==> config.mk <==
export PLATFORM = sky130hd
export DESIGN_NAME = ipd_frame_deframer_core
export DESIGN_NICKNAME = d
export VERILOG_FILES = /design/src/hw/rtl/ipd_pkg.sv /design/src/hw/rtl/ipd_parser.sv /design/src/hw/rtl/ipd_queue.sv /design/src/hw/rtl/ipd_emit.sv /design/src/hw/rtl/ipd_frame_deframer_core.sv
export SDC_FILE = /design/constraint.sdc
export NUM_CORES = 1
export LEC_CHECK = 0
export BUFFER_PORTS_ARGS = -buffer_cell sky130_fd_sc_hd__buf_4
export CORE_MARGIN = 2
export CORE_UTILIZATION = 52
export DETAILED_ROUTE_END_ITERATION = 7
export PLACE_DENSITY = 0.82
export REMOVE_ABC_BUFFERS = 1
export SLEW_MARGIN = 25
export SYNTH_ARGS = -nofsm -noshare
export SYNTH_HDL_FRONTEND = slang
export SYNTH_SLANG_ARGS = --single-unit
export TNS_END_PERCENT = 1
==> constraint.sdc <==
create_clock -name aclk -period 5.3 [get_ports aclk]
set_input_delay 0.53 -clock aclk [delete_from_list [all_inputs] [get_ports aclk]]
set_output_delay 0.53 -clock aclk [all_outputs]
set_load 0.01 [all_outputs]
==> src/hw/rtl/ipd_pkg.sv <==
// shared types, constants and character tables of the ipd frame deframer
package ipd_pkg;

    // width of the parsed payload length
    localparam int LENGTH_WIDTH = 16;
    // largest length the counters can hold
    localparam logic [15:0] LENGTH_CAP = 16'((64'd1 << LENGTH_WIDTH) - 64'd1);
    // digit accumulation needs four extra bits for times ten plus a digit
    localparam int ACCUM_WIDTH = LENGTH_WIDTH + 4;

    // reset value of max_payload
    localparam logic [15:0] MAX_PAYLOAD_RESET = 16'd1024;

    // queue depth between parser and output stage
    localparam int QUEUE_DEPTH = 2;
    localparam int QUEUE_PTR_W = (QUEUE_DEPTH > 1) ? $clog2(QUEUE_DEPTH) : 1;
    localparam int QUEUE_CNT_W = $clog2(QUEUE_DEPTH + 1);

    // header characters
    localparam logic [7:0] CHAR_PLUS  = 8'h2B;
    localparam logic [7:0] CHAR_COMMA = 8'h2C;
    localparam logic [7:0] CHAR_COLON = 8'h3A;
    localparam logic [7:0] CHAR_ZERO  = 8'h30;
    localparam logic [7:0] CHAR_NINE  = 8'h39;
    localparam logic [7:0] CHAR_I     = 8'h49;
    localparam logic [7:0] CHAR_P     = 8'h50;
    localparam logic [7:0] CHAR_D     = 8'h44;
    localparam logic [7:0] CHAR_T     = 8'h54;
    localparam logic [7:0] CHAR_C     = 8'h43;

    // last character positions in "IPD" and "TCP:"
    localparam logic [1:0] PREFIX_LAST_POS = 2'd2;
    localparam logic [1:0] TAIL_LAST_POS   = 2'd3;

    // classified request passed from parser to output stage
    typedef enum logic [1:0] {
        OP_PAYLOAD      = 2'b00,
        OP_PAYLOAD_LAST = 2'b01,
        OP_BAD_HEADER   = 2'b10
    } op_t;

    typedef struct packed {
        op_t        op;
        logic [7:0] data;
    } queue_entry_t;

    // result kind codes
    localparam logic KIND_PAYLOAD    = 1'b0;
    localparam logic KIND_BAD_HEADER = 1'b1;

    // expected character of "IPD" at a position
    function automatic logic [7:0] prefix_char(input logic [1:0] pos);
        logic [7:0] c;
        unique case (pos)
            2'd0:    c = CHAR_I;
            2'd1:    c = CHAR_P;
            2'd2:    c = CHAR_D;
            default: c = CHAR_D;
        endcase
        return c;
    endfunction

    // expected character of "TCP:" at a position
    function automatic logic [7:0] tail_char(input logic [1:0] pos);
        logic [7:0] c;
        unique case (pos)
            2'd0:    c = CHAR_T;
            2'd1:    c = CHAR_C;
            2'd2:    c = CHAR_P;
            default: c = CHAR_COLON;
        endcase
        return c;
    endfunction

endpackage

==> src/hw/rtl/ipd_parser.sv <==
// front part: header parser that turns payload bytes and header errors into queue requests
module ipd_parser (
    input  logic                  aclk,
    input  logic                  aresetn,
    input  logic                  cfg_valid,
    output logic                  cfg_ready,
    input  logic [15:0]           cfg_data,
    input  logic                  s_valid,
    output logic                  s_ready,
    input  logic [7:0]            s_byte_in,
    input  logic                  queue_full,
    output logic                  push,
    output ipd_pkg::queue_entry_t push_entry
);

    typedef enum logic [5:0] {
        PH_HUNT    = 6'b000001,
        PH_PREFIX  = 6'b000010,
        PH_COMMA   = 6'b000100,
        PH_DIGITS  = 6'b001000,
        PH_TAIL    = 6'b010000,
        PH_PAYLOAD = 6'b100000
    } phase_t;

    localparam logic [ipd_pkg::LENGTH_WIDTH-1:0] ONE_LEN = ipd_pkg::LENGTH_WIDTH'(1);

    phase_t                              phase_reg, phase_next;
    logic [1:0]                          pos_reg, pos_next;
    logic [ipd_pkg::LENGTH_WIDTH-1:0]    accum_reg, accum_next;
    logic [ipd_pkg::LENGTH_WIDTH-1:0]    remain_reg, remain_next;
    logic [15:0]                         max_payload_reg;

    logic                                accept;
    logic [7:0]                          b;
    logic                                is_digit;
    logic [ipd_pkg::LENGTH_WIDTH-1:0]    limit;
    logic [ipd_pkg::ACCUM_WIDTH-1:0]     accum_wide;
    logic [ipd_pkg::ACCUM_WIDTH-1:0]     digit_sum;
    phase_t                              rehunt_phase;

    assign cfg_ready = 1'b1;
    assign s_ready   = !queue_full;
    assign accept    = s_valid && s_ready;
    assign b         = s_byte_in;

    // configuration register
    always_ff @(posedge aclk) begin
        if (!aresetn) begin
            max_payload_reg <= ipd_pkg::MAX_PAYLOAD_RESET;
        end else if (cfg_valid) begin
            max_payload_reg <= cfg_data;
        end
    end

    // effective length limit and next accumulated length
    always_comb begin
        if (max_payload_reg > ipd_pkg::LENGTH_CAP) begin
            limit = ipd_pkg::LENGTH_CAP[ipd_pkg::LENGTH_WIDTH-1:0];
        end else begin
            limit = max_payload_reg[ipd_pkg::LENGTH_WIDTH-1:0];
        end
        is_digit   = (b >= ipd_pkg::CHAR_ZERO) && (b <= ipd_pkg::CHAR_NINE);
        accum_wide = {4'd0, accum_reg};
        digit_sum  = (accum_wide << 3) + (accum_wide << 1)
                   + {{(ipd_pkg::ACCUM_WIDTH-4){1'b0}}, b[3:0]};
        rehunt_phase = (b == ipd_pkg::CHAR_PLUS) ? PH_PREFIX : PH_HUNT;
    end

    // parser next state and request
    always_comb begin
        phase_next      = phase_reg;
        pos_next        = pos_reg;
        accum_next      = accum_reg;
        remain_next     = remain_reg;
        push            = 1'b0;
        push_entry.op   = ipd_pkg::OP_BAD_HEADER;
        push_entry.data = b;
        if (accept) begin
            unique case (phase_reg)
                PH_PREFIX: begin
                    if (b == ipd_pkg::prefix_char(pos_reg)) begin
                        if (pos_reg == ipd_pkg::PREFIX_LAST_POS) begin
                            pos_next   = 2'd0;
                            phase_next = PH_COMMA;
                        end else begin
                            pos_next = pos_reg + 2'd1;
                        end
                    end else begin
                        pos_next   = 2'd0;
                        phase_next = rehunt_phase;
                    end
                end
                PH_COMMA: begin
                    if (b == ipd_pkg::CHAR_COMMA) begin
                        accum_next = '0;
                        phase_next = PH_DIGITS;
                    end else begin
                        push       = 1'b1;
                        pos_next   = 2'd0;
                        phase_next = rehunt_phase;
                    end
                end
                PH_DIGITS: begin
                    priority if (is_digit &&
                                 digit_sum <= {4'd0, limit}) begin
                        accum_next = digit_sum[ipd_pkg::LENGTH_WIDTH-1:0];
                    end else if (!is_digit && b == ipd_pkg::CHAR_COMMA &&
                                 accum_reg != '0) begin
                        pos_next   = 2'd0;
                        phase_next = PH_TAIL;
                    end else begin
                        push       = 1'b1;
                        pos_next   = 2'd0;
                        phase_next = rehunt_phase;
                    end
                end
                PH_TAIL: begin
                    if (b == ipd_pkg::tail_char(pos_reg)) begin
                        if (pos_reg == ipd_pkg::TAIL_LAST_POS) begin
                            pos_next    = 2'd0;
                            remain_next = accum_reg;
                            phase_next  = PH_PAYLOAD;
                        end else begin
                            pos_next = pos_reg + 2'd1;
                        end
                    end else begin
                        push       = 1'b1;
                        pos_next   = 2'd0;
                        phase_next = rehunt_phase;
                    end
                end
                PH_PAYLOAD: begin
                    push = 1'b1;
                    if (remain_reg <= ONE_LEN) begin
                        push_entry.op = ipd_pkg::OP_PAYLOAD_LAST;
                        remain_next   = '0;
                        phase_next    = PH_HUNT;
                    end else begin
                        push_entry.op = ipd_pkg::OP_PAYLOAD;
                        remain_next   = remain_reg - ONE_LEN;
                    end
                end
                default: begin
                    pos_next   = 2'd0;
                    phase_next = rehunt_phase;
                end
            endcase
        end
    end

    // parser state registers
    always_ff @(posedge aclk) begin
        if (!aresetn) begin
            phase_reg  <= PH_HUNT;
            pos_reg    <= 2'd0;
            accum_reg  <= '0;
            remain_reg <= '0;
        end else begin
            phase_reg  <= phase_next;
            pos_reg    <= pos_next;
            accum_reg  <= accum_next;
            remain_reg <= remain_next;
        end
    end

endmodule

==> src/hw/rtl/ipd_queue.sv <==
// short request queue between parser and output stage
module ipd_queue (
    input  logic                  aclk,
    input  logic                  aresetn,
    input  logic                  push,
    input  ipd_pkg::queue_entry_t push_entry,
    output logic                  full,
    input  logic                  pop,
    output logic                  not_empty,
    output ipd_pkg::queue_entry_t pop_entry
);

    ipd_pkg::queue_entry_t            entries [ipd_pkg::QUEUE_DEPTH];
    logic [ipd_pkg::QUEUE_PTR_W-1:0]  wr_ptr_reg, wr_ptr_next;
    logic [ipd_pkg::QUEUE_PTR_W-1:0]  rd_ptr_reg, rd_ptr_next;
    logic [ipd_pkg::QUEUE_CNT_W-1:0]  count_reg, count_next;
    logic                             do_push, do_pop;

    localparam logic [ipd_pkg::QUEUE_CNT_W-1:0] DEPTH_CNT =
        ipd_pkg::QUEUE_CNT_W'(ipd_pkg::QUEUE_DEPTH);
    localparam logic [ipd_pkg::QUEUE_PTR_W-1:0] LAST_PTR =
        ipd_pkg::QUEUE_PTR_W'(ipd_pkg::QUEUE_DEPTH - 1);
    localparam logic [ipd_pkg::QUEUE_CNT_W-1:0] ONE_CNT =
        ipd_pkg::QUEUE_CNT_W'(1);

    assign full      = (count_reg == DEPTH_CNT);
    assign not_empty = (count_reg != '0);
    assign do_push   = push && !full;
    assign do_pop    = pop && not_empty;
    assign pop_entry = entries[rd_ptr_reg];

    // pointer and count update
    always_comb begin
        wr_ptr_next = wr_ptr_reg;
        rd_ptr_next = rd_ptr_reg;
        count_next  = count_reg;
        if (do_push) begin
            wr_ptr_next = (wr_ptr_reg == LAST_PTR) ? '0 : wr_ptr_reg + 1'b1;
        end
        if (do_pop) begin
            rd_ptr_next = (rd_ptr_reg == LAST_PTR) ? '0 : rd_ptr_reg + 1'b1;
        end
        unique case ({do_push, do_pop})
            2'b10:   count_next = count_reg + ONE_CNT;
            2'b01:   count_next = count_reg - ONE_CNT;
            default: count_next = count_reg;
        endcase
    end

    always_ff @(posedge aclk) begin
        if (!aresetn) begin
            wr_ptr_reg <= '0;
            rd_ptr_reg <= '0;
            count_reg  <= '0;
        end else begin
            wr_ptr_reg <= wr_ptr_next;
            rd_ptr_reg <= rd_ptr_next;
            count_reg  <= count_next;
        end
    end

    // entry storage
    always_ff @(posedge aclk) begin
        if (do_push) begin
            entries[wr_ptr_reg] <= push_entry;
        end
    end

endmodule

==> src/hw/rtl/ipd_emit.sv <==
// back part: turns queued requests into result fields in an output register
module ipd_emit (
    input  logic                  aclk,
    input  logic                  aresetn,
    input  logic                  not_empty,
    input  ipd_pkg::queue_entry_t pop_entry,
    output logic                  pop,
    output logic                  m_valid,
    input  logic                  m_ready,
    output logic                  m_kind,
    output logic [7:0]            m_payload_byte,
    output logic                  m_last
);

    logic       valid_reg;
    logic       kind_reg, kind_next;
    logic [7:0] byte_reg, byte_next;
    logic       last_reg, last_next;

    assign pop            = not_empty && (!valid_reg || m_ready);
    assign m_valid        = valid_reg;
    assign m_kind         = kind_reg;
    assign m_payload_byte = byte_reg;
    assign m_last         = last_reg;

    // decode request into result fields
    always_comb begin
        unique case (pop_entry.op)
            ipd_pkg::OP_PAYLOAD: begin
                kind_next = ipd_pkg::KIND_PAYLOAD;
                byte_next = pop_entry.data;
                last_next = 1'b0;
            end
            ipd_pkg::OP_PAYLOAD_LAST: begin
                kind_next = ipd_pkg::KIND_PAYLOAD;
                byte_next = pop_entry.data;
                last_next = 1'b1;
            end
            default: begin
                kind_next = ipd_pkg::KIND_BAD_HEADER;
                byte_next = 8'd0;
                last_next = 1'b0;
            end
        endcase
    end

    // output valid
    always_ff @(posedge aclk) begin
        if (!aresetn) begin
            valid_reg <= 1'b0;
        end else if (pop) begin
            valid_reg <= 1'b1;
        end else if (m_ready) begin
            valid_reg <= 1'b0;
        end
    end

    // output payload
    always_ff @(posedge aclk) begin
        if (pop) begin
            kind_reg <= kind_next;
            byte_reg <= byte_next;
            last_reg <= last_next;
        end
    end

endmodule

==> src/hw/rtl/ipd_frame_deframer_core.sv <==
// top level of the ipd frame deframer: parser, request queue and output stage
//
//   channel | direction | ports                                  | moves
//   cfg     | in        | cfg_valid cfg_ready cfg_data           | max_payload write
//   s       | in        | s_valid s_ready s_byte_in              | one stream byte
//   m       | out       | m_valid m_ready m_kind m_payload_byte  | one result
//           |           | m_last                                 |
//
// one byte per cycle while s_ready is high; the parser decides each byte in its accept cycle
// a byte's result reaches m_valid through a queue entry, then the output register
// s_ready drops only while the two-entry queue is full under m backpressure
// aresetn is synchronous; it clears all control state and sets max_payload to 1024
// config writes are taken every cycle and act on the next byte
module ipd_frame_deframer_core (
    input  logic        aclk,
    input  logic        aresetn,
    input  logic        cfg_valid,
    output logic        cfg_ready,
    input  logic [15:0] cfg_data,
    input  logic        s_valid,
    output logic        s_ready,
    input  logic [7:0]  s_byte_in,
    output logic        m_valid,
    input  logic        m_ready,
    output logic        m_kind,
    output logic [7:0]  m_payload_byte,
    output logic        m_last
);

    logic                  push;
    ipd_pkg::queue_entry_t push_entry;
    logic                  queue_full;
    logic                  pop;
    logic                  not_empty;
    ipd_pkg::queue_entry_t pop_entry;

    // header parser
    ipd_parser u_parser (
        .aclk       (aclk),
        .aresetn    (aresetn),
        .cfg_valid  (cfg_valid),
        .cfg_ready  (cfg_ready),
        .cfg_data   (cfg_data),
        .s_valid    (s_valid),
        .s_ready    (s_ready),
        .s_byte_in  (s_byte_in),
        .queue_full (queue_full),
        .push       (push),
        .push_entry (push_entry)
    );

    // request queue
    ipd_queue u_queue (
        .aclk       (aclk),
        .aresetn    (aresetn),
        .push       (push),
        .push_entry (push_entry),
        .full       (queue_full),
        .pop        (pop),
        .not_empty  (not_empty),
        .pop_entry  (pop_entry)
    );

    // output stage
    ipd_emit u_emit (
        .aclk           (aclk),
        .aresetn        (aresetn),
        .not_empty      (not_empty),
        .pop_entry      (pop_entry),
        .pop            (pop),
        .m_valid        (m_valid),
        .m_ready        (m_ready),
        .m_kind         (m_kind),
        .m_payload_byte (m_payload_byte),
        .m_last         (m_last)
    );

endmodule
; Yosys cells after proc, flatten, opt, wreduce, memory -nomap -nowiden
; Memories as Yosys holds them, arrays and structs flattened. A register that Yosys moved wholly into a read port is not among the register bits.
; Cells that the tools add are included.
[classes]
n_lt_le_gt_ge = 5
reduce_logical = 25
n_addsub = 8
eq_ne = 25
n_mux = 51
n_bitwise = 1
[ops]
columns = op, n
row1 = 16-bit two-way mux, 6
row2 = 16-bit one-hot mux with 2 select lines, 2
row3 = 6-bit two-way mux, 8
row4 = 8-bit two-way mux, 4
row5 = 6-bit one-hot mux with 5 select lines, 1
row6 = 7-bit one-hot mux with 3 select lines, 1
row7 = 19-bit by 17-bit adder with 20-bit output, 1
row8 = 20-bit by 4-bit adder with 20-bit output, 1
row9 = 20-bit by 16-bit <= comparator with 1-bit output, 1
row10 = 2-bit two-way mux, 9
row11 = 8-bit by 6-bit equality test with 1-bit output (second input constant), 2
row12 = 8-bit equality test, 2
row13 = 16-bit > comparator (second input constant), 1
row14 = 16-bit by 1-bit <= comparator with 1-bit output (second input constant), 1
row15 = 1-bit two-way mux, 16
row16 = 16-bit nonzero test, 1
row17 = 16-bit by 1-bit subtractor with 16-bit output (second input constant), 1
row18 = 4-bit AND reduction, 3
row19 = 2-bit by 1-bit != test with 1-bit output (second input constant), 5
row20 = 2-bit one-hot mux with 5 select lines, 1
row21 = 5-bit one-hot mux with 2 select lines, 1
row22 = 2-bit nonzero test, 5
row23 = 2-bit equality test (second input constant), 4
row24 = 8-bit by 6-bit greater-or-equal comparator with 1-bit output (second input constant), 1
row25 = other kinds (21), 37
[totals]
n_memories = 1
ff_bits = 71
wordCells = 128
input_bits = 29
mem_bits_rw = 20
[mem_list]
columns = memory, depth, word_bits, rd, rd_ports_with_merged_regs, wr, line_no
row1 = u_queue.entries, 2, 10, 1, 1, 1, ipd_queue.sv:13  ; ipd_pkg::queue_entry_t entries [ipd_pkg::QUEUE_DEPTH];

; Longest topological paths before layout
[logic_depth]
depth_word = 12
ltp_mapped = 20
ltp_nobuf = 20

; Modules after synthesis
; A second synthesis with hierarchy kept.
[hier_totals]
hier_cells = 639
hier_area_um2 = 5893.2
[modules_own_cells]
columns = module, seq_area_each_um2, area_per_inst_um2, instances, cells_per_inst
row1 = ipd_parser, 1121.1, 4544.4, 1, 557
row2 = ipd_queue, 700.7, 948.4, 1, 58
row3 = ipd_emit, 320.3, 400.4, 1, 24

; Least setup slack after synthesis
; Ideal clock, no wire load.
[synth_timing]
kind = input port to flip-flop
start = input s_byte_in[3]
end = register u_queue.count_reg[1] (netlist bit)
setup_time_ps = 71
stages = 18
path_slack_ps = 338
required_time_ps = 5229
arrival_ps = 4892
path_cell_list = fa_1 ha_1 a21oi_1 and4b_1 or3_1 a21o_1 a21oi_1 xnor2_1 ha_1 a21o_1 a21o_1 a2111oi_0 a21oi_1 a211oi_1 a21o_1 ha_1 or3_1 a21oi_1
[synth_via]
elab_chain_len = 12
elab_cells_between_ends = 22
cone_classes = add/sub: 1 / order compare: 3 / eq/ne: 4 / mux: 7 / reduce/logical: 7
[synth_lines]
columns = item, line_no
row1 = "start, declared", ipd_frame_deframer_core.sv:22  ; input logic [7:0] s_byte_in,
row2 = "parallel branches: the longest is 7 deep, another holds 20-bit by 4-bit adder with 20-bit output", --
row3 = 1-bit one-hot mux with 4 select lines (*), ipd_parser.sv:79  ; unique case (phase_reg)
row4 = 1-bit two-way mux (*), ipd_parser.sv:78  ; if (accept) begin
row5 = 1-bit logical AND (*), ipd_queue.sv:28  ; assign do_push = push && !full;
row6 = 2-bit by 1-bit equality test with 1-bit output / 2-bit equality test (equally long branches), ipd_queue.sv:43  ; unique case ({do_push, do_pop})
row7 = 2-bit one-hot mux with 2 select lines / 2-bit nonzero test (equally long branches), --
row8 = "end signal, assigned", ipd_queue.sv:58  ; count_reg <= count_next;
row9 = "end, declared", ipd_queue.sv:16  ; logic [ipd_pkg::QUEUE_CNT_W-1:0] count_reg, count_next;
; Every way passes the cells marked *.
; A chain may end at the register's enable or synchronous reset.

; Worst setup path after layout
[layout_timing]
start = register u_parser.accum_reg[0] (netlist bit)
end = register u_queue.count_reg[1] (netlist bit)
[layout_via]
elab_chain_len = 10
elab_cells_between_ends = 15
cone_classes = add/sub: 2 / order compare: 1 / eq/ne: 2 / mux: 5 / reduce/logical: 5
[layout_lines]
columns = item, line_no
row1 = "start, declared", ipd_parser.sv:29  ; logic [ipd_pkg::LENGTH_WIDTH-1:0] accum_reg, accum_next;
row2 = "start signal, assigned", ipd_parser.sv:161  ; accum_reg <= accum_next;
row3 = 19-bit by 17-bit adder with 20-bit output, ipd_parser.sv:64  ; digit_sum = (accum_wide << 3) + (accum_wide << 1)
row4 = 20-bit by 4-bit adder with 20-bit output, ipd_parser.sv:65  ; + {{(ipd_pkg::ACCUM_WIDTH-4){1'b0}}, b[3:0]};
row5 = 20-bit by 16-bit <= comparator with 1-bit output, ipd_parser.sv:105  ; digit_sum <= {4'd0, limit}) begin
row6 = 1-bit logical AND, ipd_parser.sv:104  ; priority if (is_digit &&
row7 = 1-bit two-way mux (*), ipd_parser.sv:104
row8 = 1-bit one-hot mux with 4 select lines (*), ipd_parser.sv:79
row9 = 1-bit two-way mux (*), ipd_parser.sv:78
row10 = 1-bit logical AND (*), ipd_queue.sv:28
row11 = 2-bit by 1-bit equality test with 1-bit output / 2-bit equality test (equally long branches), ipd_queue.sv:43
row12 = 2-bit one-hot mux with 2 select lines / 2-bit nonzero test (equally long branches), --
; Mark *: on every way between the ends. The rest lies on a longest branch, timed or not.

==> flow_summary.toml <==
[setup_path]
reg2reg_depth = 19
end_kind = "register"
criticalPathCategory = "register to register"
worst_setup_path_start_kind = "register"
r2r-start = "u_parser.accum_reg[0]$_SDFFE_PN0P_"
r2r_slack_ps = 260
reg2reg_to = "u_queue.count_reg[1]$_SDFFE_PN0P_"
crit_fanout = 5
cp.required_ps = 5610
cp.arrival_ps = 5350

[route]
avgRoutedWirePerCell_um = 16.5
firstDrtPassIters = 5
vias = 4876
viasPerCell = 6.05
ant_nets = 0
wirelength_um = 13300
drt_iter0_drc = 341
drc = 0

[floorplan]
rows = 38
dieArea_um2 = 11900
die_x_um = 109
initial_core_util = 0.532
core-area_um2 = 10800
ios = 42
die_h_um = 109

[cells_and_area]
largest-register = "u_queue.entries"
largest_register_ffs = 20
nets = 747
final_area_um2 = 6420
drive_above_1_share = 0.144
fillers = 903
antenna_cells = 0
post-route-util = 0.594
syn_to_final_growth_pct = 11.8

[timing]
fin_setup_tns_ps = 0
max_freq_mhz = 198
finClkSkew_ps = 12.7
max_slew.worst_pin.slew_ps = 782
slew_headroom = 0.474
drv_slew = 0
finalCritPeriodShare = 0.951
worst_slack_ps = 261
min_period_ps = 5040
setup_viol = 0
hold_violations = 0

[power]
leakagePower_nw = 2.72
irDropWorstVdd_mv = 0.155
power_density_nw_per_um2 = 224
power_mw = 1.44

[cts]
clk_pin_slew_ps = 110
tritoncts = "built"
clkLatencyLatePin_ps = 390
cts_root_buf = "clkbuf_8"
cts.sinks = 92
numCtsBuffers = 9
cts_hold_buf = 0
cts_buffer_depth = 2
cts_htree_levels = 3

[placed_design]
dpl_worst_slack_ps = -109
place_area_um2 = 6210
numPortBuffers = 40
gp_congestion = 1.01
hpwlAfterDp_um = 9910

[global_routing]
antenna_found_initial = 0
grt_pass1_wl_um = 22100
grt_usage = 0.235
grt.busiest_layer = "met2"
grt_max_degree = 44
overflow = 0
grt_use_met1 = 0.297
first_global_vias = 4593
met2_usage = 0.406
grt_util_met3 = 0.0442

[run_status]
status = "finished clean"

[worst_hold_path]
hold_path_depth = 3
hold_path.class = "primary input to register"
min_to = "u_parser.max_payload_reg[10]$_SDFFE_PN1P_"
hp-start = "cfg_data[10]"

[logic_synthesis]
synth_cells = 619
netlist_area_um2 = 5740
synth_flop_cell = "dfxtp_1"
ys.warnings.count = 0
syn_area_per_cell_um2 = 9.27
synth_seq_cells = 92
async_reset_ff_frac = 0
synth-edff-count = 30
ys_seq_area_frac = 0.373
netlist-cell-type-count = 77

[job]
maxCapViolations = 0
==> per-layer routing <==
layer  vias up  wire length (um)
li1       2377                 -
met1      2279              5750
met2       206              6580
met3        14               825
met4         0               166
met5         -                 0
==> through the flow <==
stage               hold slack [ps]  std cells
floorplan                       447        591
global placement                458        789
detailed placement              477        789
CTS                             342        805
global route                    359        806
finish                          353        806
==> layout by cell type, fill, tap and decap left out, types with 6 or more instances in the layout <==
cell / count
o21ai_0: 31
clkbuf_8: 9
nand4_1: 8
nand3_1: 9
buf_4: 59
dfxtp_1: 61
edfxtp_1: 30
a22o_1: 16
a21o_1: 9
nand2_1: 40
inv_1: 32
mux2i_1: 28
nor2_1: 66
nor3_1: 20
xnor2_1: 12
ha_1: 55
xor2_1: 11
nor4_1: 8
o31ai_1: 6
o211ai_1: 10
a211oi_1: 8
a21oi_1: 38
==> synthesized netlist by cell type, drive strengths merged, types with 3 or more instances <==
master,count,area share
ha,55,0.12
nand4,8,0.0087
a22o,16,0.024
nor4,10,0.015
and4,4,0.0061
clkbuf,15,0.010
edfxtp,30,0.16
a211oi,10,0.014
and3,3,0.0033
nor3,20,0.017
nand2,40,0.026
nor3b,3,0.0039
xnor2,12,0.018
inv,32,0.021
o31ai,6,0.0079
dfxtp,62,0.22
a21oi,41,0.037
nor2,68,0.046
or3,4,0.0044
or4,4,0.0059
a32oi,3,0.0046
nand2b,5,0.0068
o211ai,10,0.013
buf,13,0.015
a21o,9,0.012
o21ai,32,0.028
a22oi,5,0.0065
xor2,11,0.017
mux2i,28,0.049
o21bai,3,0.0039
a31oi,4,0.0044
nand3,9,0.0079
==> cell families after synthesis <==
kind of cell | synth area share
buffers and inverters | 0.0462
AOI/OAI and AO/OA | 0.190
DFF | 0.373
xor gates and xnor gates | 0.0351
and+or+nand+nor | 0.177
muxes | 0.0508
adders and majority gates | 0.127
other | 0.000654
==> report_power, final <==
group / leakage, nW / total [mW] / switching, mW / internal (mW)
Sequential: 0.773 / 0.786 / 0.0240 / 0.762
Clock: 0.0902 / 0.464 / 0.283 / 0.181
Combinational: 1.86 / 0.189 / 0.0986 / 0.0899
Total: 2.72 / 1.44 / 0.406 / 1.03
==> critical path, cell delays in order, from the launching register on <==
cell      delay, ps
dfxtp_4         370
fa_1            480
ha_1            320
a21oi_2         160
and4b_1         230
or3_1           390
a21o_1          200
a21oi_1         170
xnor2_1         110
ha_1            320
nand4_1         150
or4_1           550
mux2i_1         170
a21oi_1         100
a211oi_1        190
buf_4           150
a21o_1          160
ha_1            250
or3_1           350
a21oi_1         140
==> layout make-up <==
cell class / instances / area, um^2 / area share
clock inverter: 6 / 53.8 / 0.00839
clock buffer: 10 / 128 / 0.0199
sequential: 92 / 2150 / 0.334
inverter: 33 / 124 / 0.0193
multi-input combinational: 466 / 3350 / 0.522
timing repair buffer: 59 / 443 / 0.0690
tap: 140 / 175 / 0.0273
==> timing repair <==
action | CTS | global route
setup endpoints to repair | 0 | 26
setup buffers | 0 | 1
resized for setup | 0 | 6
==> worst max-delay path by stage <==
stage                                       startpoint                                 to  slack (ps)  cells past startpoint
finish              u_parser.accum_reg[0]$_SDFFE_PN0P_  u_queue.count_reg[1]$_SDFFE_PN0P_         260                     19
global route        u_parser.accum_reg[0]$_SDFFE_PN0P_  u_queue.count_reg[1]$_SDFFE_PN0P_         -20                     19
CTS                 u_parser.accum_reg[0]$_SDFFE_PN0P_  u_queue.count_reg[1]$_SDFFE_PN0P_         120                     19
detailed placement                        s_byte_in[3]  u_queue.count_reg[1]$_SDFFE_PN0P_        -110                     21
global placement                          s_byte_in[3]  u_queue.count_reg[1]$_SDFFE_PN0P_          -9                     20
floorplan                                 s_byte_in[3]  u_queue.count_reg[1]$_SDFFE_PN0P_         320                     18
Power figures use the tool's default switching activity.
